$ cat config.mk
export PLATFORM = sky130hd
export DESIGN_NAME = ablh_ctrl
export DESIGN_NICKNAME = d
export VERILOG_FILES = /design/src/hdl/ablh_pkg.sv /design/src/hdl/ablh_ctrl.sv
export SDC_FILE = /design/constraint.sdc
export NUM_CORES = 1
export LEC_CHECK = 0
export BUFFER_PORTS_ARGS = -buffer_cell sky130_fd_sc_hd__buf_4
export CAP_MARGIN = 15
export CORE_AREA = 2 2 39 41
export DETAILED_ROUTE_END_ITERATION = 6
export DIE_AREA = 0 0 41 43
export GPL_TIMING_DRIVEN = 0
export PLACE_DENSITY = 0.6
export SYNTH_ARGS = -nofsm -noshare
export SYNTH_HDL_FRONTEND = slang
export SYNTH_SLANG_ARGS = --single-unit
$ cat constraint.sdc
create_clock -name clk_i -period 2.7 [get_ports clk_i]
set_clock_uncertainty 0.15 [all_clocks]
set_input_delay 0 -clock clk_i [delete_from_list [all_inputs] [get_ports clk_i]]
set_output_delay 0 -clock clk_i [all_outputs]
set_load 0.01 [all_outputs]
$ cat src/hdl/ablh_pkg.sv
`timescale 1ns / 1ps

package ablh_pkg;

  // address space and block geometry
  localparam int unsigned BLOCK_SHIFT = 20;
  localparam int unsigned ADDR_BITS   = 32;
  localparam int unsigned BLK_W       = ADDR_BITS - BLOCK_SHIFT;
  localparam logic [63:0] NUM_BLOCKS  = 64'(1) << BLK_W;

  // field widths
  localparam int unsigned OP_W    = 1;
  localparam int unsigned KIND_W  = 3;
  localparam int unsigned ATYPE_W = 2;
  localparam int unsigned ADDR_W  = 32;
  localparam int unsigned SIZE_W  = 16;
  localparam int unsigned BIN_W   = 12;
  localparam int unsigned CNT_W   = 32;
  localparam int unsigned TOT_W   = 48;

  // end address of a span needs one carry bit
  localparam int unsigned SPAN_W = ADDR_W + 1;

  // stream widths
  localparam int unsigned IN_TDATA_W  = 64;
  localparam int unsigned IN_TUSER_W  = OP_W + KIND_W + ATYPE_W;
  localparam int unsigned OUT_TDATA_W = CNT_W + 2 * TOT_W;

  // operation codes
  localparam logic [OP_W-1:0] OP_RECORD = 1'b0;
  localparam logic [OP_W-1:0] OP_READ   = 1'b1;

  // entry kinds
  localparam logic [KIND_W-1:0] KIND_INSTR0 = 3'd1;
  localparam logic [KIND_W-1:0] KIND_INSTR1 = 3'd2;
  localparam logic [KIND_W-1:0] KIND_INSTR2 = 3'd3;
  localparam logic [KIND_W-1:0] KIND_MEM0   = 3'd4;
  localparam logic [KIND_W-1:0] KIND_MEM1   = 3'd5;
  localparam logic [KIND_W-1:0] KIND_MEM2   = 3'd6;

  // access types
  localparam logic [ATYPE_W-1:0] ATYPE_LOAD = 2'd0;

  // controller states
  typedef enum logic [2:0] {
    ST_CLEAR,
    ST_IDLE,
    ST_EXEC,
    ST_WR0,
    ST_RD1,
    ST_WR1,
    ST_DONE
  } ctrl_state_e;

  // controller to datapath
  typedef struct packed {
    logic take;
    logic tot_upd;
    logic mem_rd;
    logic mem_wr;
    logic sel_second;
    logic clr_wr;
    logic out_load;
  } ablh_cmd_t;

  // datapath to controller
  typedef struct packed {
    logic is_read;
    logic bump0;
    logic bump1;
    logic clr_last;
  } ablh_stat_t;

endpackage

$ cat src/hdl/ablh_ctrl.sv
`timescale 1ns / 1ps

module ablh_ctrl (
  input  logic                  clk_i,
  input  logic                  rst_ni,
  input  logic                  in_valid_i,
  output logic                  in_ready_o,
  output logic                  out_valid_o,
  input  logic                  out_ready_i,
  input  ablh_pkg::ablh_stat_t  stat_i,
  output ablh_pkg::ablh_cmd_t   cmd_o
);
  import ablh_pkg::*;

  ctrl_state_e state_q, state_d;
  logic        out_valid_q, out_valid_d;
  logic        slot_free;

  assign slot_free = !out_valid_q || out_ready_i;

  // next state
  always_comb begin
    state_d = state_q;
    unique case (state_q)
      ST_CLEAR: begin
        if (stat_i.clr_last) state_d = ST_IDLE;
      end
      ST_IDLE: begin
        if (in_valid_i) state_d = ST_EXEC;
      end
      ST_EXEC: begin
        if (stat_i.is_read) begin
          state_d = ST_DONE;
        end else if (stat_i.bump0) begin
          state_d = ST_WR0;
        end else if (stat_i.bump1) begin
          state_d = ST_WR1;
        end else begin
          state_d = ST_DONE;
        end
      end
      ST_WR0: begin
        state_d = stat_i.bump1 ? ST_RD1 : ST_DONE;
      end
      ST_RD1: begin
        state_d = ST_WR1;
      end
      ST_WR1: begin
        state_d = ST_DONE;
      end
      ST_DONE: begin
        if (slot_free) state_d = ST_IDLE;
      end
      default: begin
        state_d = ST_IDLE;
      end
    endcase
  end

  // outputs and commands
  always_comb begin
    cmd_o      = '0;
    in_ready_o = 1'b0;
    unique case (state_q)
      ST_CLEAR: begin
        cmd_o.clr_wr = 1'b1;
      end
      ST_IDLE: begin
        in_ready_o = 1'b1;
        cmd_o.take = in_valid_i;
      end
      ST_EXEC: begin
        cmd_o.tot_upd = 1'b1;
        if (stat_i.is_read || stat_i.bump0) begin
          cmd_o.mem_rd = 1'b1;
        end else if (stat_i.bump1) begin
          cmd_o.mem_rd     = 1'b1;
          cmd_o.sel_second = 1'b1;
        end
      end
      ST_WR0: begin
        cmd_o.mem_wr = 1'b1;
      end
      ST_RD1: begin
        cmd_o.mem_rd     = 1'b1;
        cmd_o.sel_second = 1'b1;
      end
      ST_WR1: begin
        cmd_o.mem_wr     = 1'b1;
        cmd_o.sel_second = 1'b1;
      end
      ST_DONE: begin
        cmd_o.out_load = slot_free;
      end
      default: begin
      end
    endcase
  end

  // result valid flag
  always_comb begin
    out_valid_d = out_valid_q;
    if (out_ready_i) out_valid_d = 1'b0;
    if (cmd_o.out_load) out_valid_d = 1'b1;
  end

  always_ff @(posedge clk_i or negedge rst_ni) begin
    if (!rst_ni) begin
      state_q     <= ST_CLEAR;
      out_valid_q <= 1'b0;
    end else begin
      state_q     <= state_d;
      out_valid_q <= out_valid_d;
    end
  end

  assign out_valid_o = out_valid_q;

  // checks
  a_single_port: assert property (@(posedge clk_i) disable iff (!rst_ni)
    !(cmd_o.mem_rd && (cmd_o.mem_wr || cmd_o.clr_wr)))
    else $error("store read and write in the same cycle");

  a_no_overwrite: assert property (@(posedge clk_i) disable iff (!rst_ni)
    cmd_o.out_load |-> (!out_valid_q || out_ready_i))
    else $error("result loaded over an untaken result");

  a_accept_exec: assert property (@(posedge clk_i) disable iff (!rst_ni)
    (in_valid_i && in_ready_o) |=> (state_q == ST_EXEC))
    else $error("accepted item not executed");

  a_write_after_read: assert property (@(posedge clk_i) disable iff (!rst_ni)
    cmd_o.mem_wr |-> $past(cmd_o.mem_rd))
    else $error("counter written without a read the cycle before");

  a_clear_blocks: assert property (@(posedge clk_i) disable iff (!rst_ni)
    (state_q == ST_CLEAR) |-> !in_ready_o)
    else $error("item accepted during clearing sweep");

endmodule

==> run summary <==
Initial Util - 0.2703
Resized Gates After CTS - 0
Synth warn - 0
# rows - 14
Total gr overflow - 0
Worst slew pin tran - 0.2503 ns
Synthesized net count - 50
Gp weighted congestion - 0.7110
H-tree depth - 1
P&R area growth vs syn - 51.51%
Tmin final - 1.468 ns
Synth area leader - dfrtp_1
Critical path required time - 2.55 ns
Post-placement setup slack - 1.230 ns
Critical path origin - state_q[2]$_DFFE_PN0P_
Clock Tree Buf Depth - 2
Slew margin rel. - 0.8324
Status - finished clean
Pleak - 0.2642 nW
Die Y - 43 um
Critical path class - flop to output port
VDD IR max - 0.2873 mV
Synth top area cells - dfrtp_1 27%, buf_6 6.0%, nor2_1 5.0%, o21bai_4 5.0%, or3b_1 4.7%
Ports - 17
Drt total wl - 792 um
Reg2reg start - state_q[0]$_DFFE_PN0P_
Hold_sp - stat_i[3]
Worst-path clk slew - 0.04 ns
Clock latency on the worst-skew pair - 0.23 ns
Largest net degree at the start of global routing - 11
Period utilization - 0.5437
Via count of the first global-routing pass - 363
Clk root buf - clkbuf_4
Crit end category - output port
Die Area - 1763 um2
ANT cells - 0
RSZ-0062 raised after global routing - false
Async S/R FF share, synth - 1.000
TritonCTS clock tree - built
Core ar. - 1384 um2
Final hold viol count - 0
Initial antenna violation count - 0
Synthesized area - 374.1 um2
Number of vias per cell - 4.848
Critical Path Fanout Max - 9
Critical path arrival - 1.32 ns
Synth Flop Type - dfrtp_1
Port bufs - 16
MaxCap Viol Count - 0
Max incr delay on CP - 0.38 ns
Yosys cell types - 27
Final nets - 74
First DRT Iteration DRCs - 4
First drt pass iteration count - 4
Clock Sinks - 4
Pwr/cell area - 846.4 nW/um2
Post-route DRC - 0
Most frequent cells in the layout - 17 x buf_4, 5 x nor2_1, 4 x dfrtp_1
Tot GR Track Use - 0.1130
Mean Syn Cell Area - 9.125 um2
DP Wirelength - 605.5 um
Register bit total from synthesis - 4
Slowest CP cell - dfrtp_1
Worst Setup Start Kind - flop
Post-synth EDFFs - 0
Commonest non-fill, non-tap cell in the layout - buf_4
Crit-path cells - buf_6, nor2_1, o31ai_1, a21oi_1, buf_4
Share of post-route cells with drive strength above 1 - 0.4444
Fmax - 681.2 MHz
Cts bufs inserted - 3
Total negative slack - 0 ns
Top cell type's share of synthesized area - 0.2676
Hold WC Path Type - primary input to flop
Drt wl/cell - 10.03 um
Register area share after synthesis - 0.2676
Syn Inst Count - 41
Final WS setup - 1.232 ns
First-pass GRT wire length - 1338 um
Fin. max-slew vios - 0
Routed Antenna Nets - 0
Setup violators final - 0
DIE WIDTH - 41 um
Via count - 383
-- worst paths after layout --
kind | endpoint | slack, ns | depth (start not counted)
max in group asynchronous | state_q[0]$_DFFE_PN0P_ | 1.72 | 3
min in group asynchronous | state_q[1]$_DFFE_PN0P_ | 0.52 | 3
setup / recovery | cmd_o[4] | 1.23 | 5
hold / removal | state_q[2]$_DFFE_PN0P_ | 0.04 | 4
hold reg to reg | out_valid_o$_DFFE_PN0P_ | 0.48 | 2
setup reg to reg | state_q[2]$_DFFE_PN0P_ | 1.23 | 4
-- cells by family (layout without fill, tap and decap cells) --
| family | after synthesis | count (layout) | share of synthesized area |
|---|---|---|---|
| AOI/OAI and AO/OA | 15 | 15 | 0.2977 |
| adders and majority gates | 1 | 1 | 0.03344 |
| buffers and inverters | 5 | 27 | 0.1037 |
| DFF | 4 | 4 | 0.2676 |
| and+or+nand+nor | 16 | 16 | 0.2977 |
-- routing by layer --
layer,part of all wire,up-vias,GRT usage,wire [um]
met5,0,-,0,0
met4,0,0,0.06000,0
met3,0.072,0,0.03141,57
met2,0.48,11,0.1844,378
met1,0.45,177,0.1242,356
li1,-,195,-,-
-- sequential cells by signal, summed over array words and instances (netlist names) --
name	cells
out_valid_o	1
state_q	3
-- synthesized netlist by cell type, types with 2 or more instances --
master and count:
nor2_1 5, dfrtp_1 4, o21ai_1 3, a21oi_1 2
buf_6 2, nand2b_1 2, nor3_1 2, or3b_1 2
-- timing repair --
item	in CTS	in global routing
hold endpoints to repair	7	0
hold buffers	3	0
buffers inserted	0	0
endpoints found under the setup margin	0	0
-- final cells by class --
class	count	area (um2)
multi-input combinational	32	235.2
sequential	4	100.1
fill	141	817.0
clock buffer	3	22.52
timing repair buffer	19	150.1
buffer	4	35.03
tap	16	20.02
inverter	1	3.754
-- worst max-delay path, delay by kind of cell, from the launching register on --
family | cells | cell delay, ns
compound gates | 2 | 0.26
simple gates | 1 | 0.18
flops | 1 | 0.38
buf+inv | 2 | 0.28
-- stage by stage --
stage / hold WS [ns] / total power [mW] / cell area (um2) / util / std cells
after floorplan: -0.4456 / 0.3066 / 374.1 / - / 41
after CTS: 0.03162 / 0.4886 / 566.8 / 0.4096 / 79
after global placement: -0.3522 / 0.4100 / 514.2 / 0.3716 / 73
after detailed placement: -0.3515 / 0.4091 / 514.2 / 0.3716 / 73
final: 0.04079 / 0.4797 / 566.8 / 0.4096 / 79
after global routing: 0.05587 / 0.5221 / 566.8 / 0.4096 / 79
-- power by group --
group	leakage [nW]	internal, mW	switching [mW]	total (mW)
Sequential	0.0524	0.0770	0.0113	0.0883
Clock	0.0138	0.0496	0.0223	0.0718
Combinational	0.198	0.168	0.151	0.320
Total	0.264	0.295	0.185	0.480
Note: power is estimated with default switching activity, not from simulation.
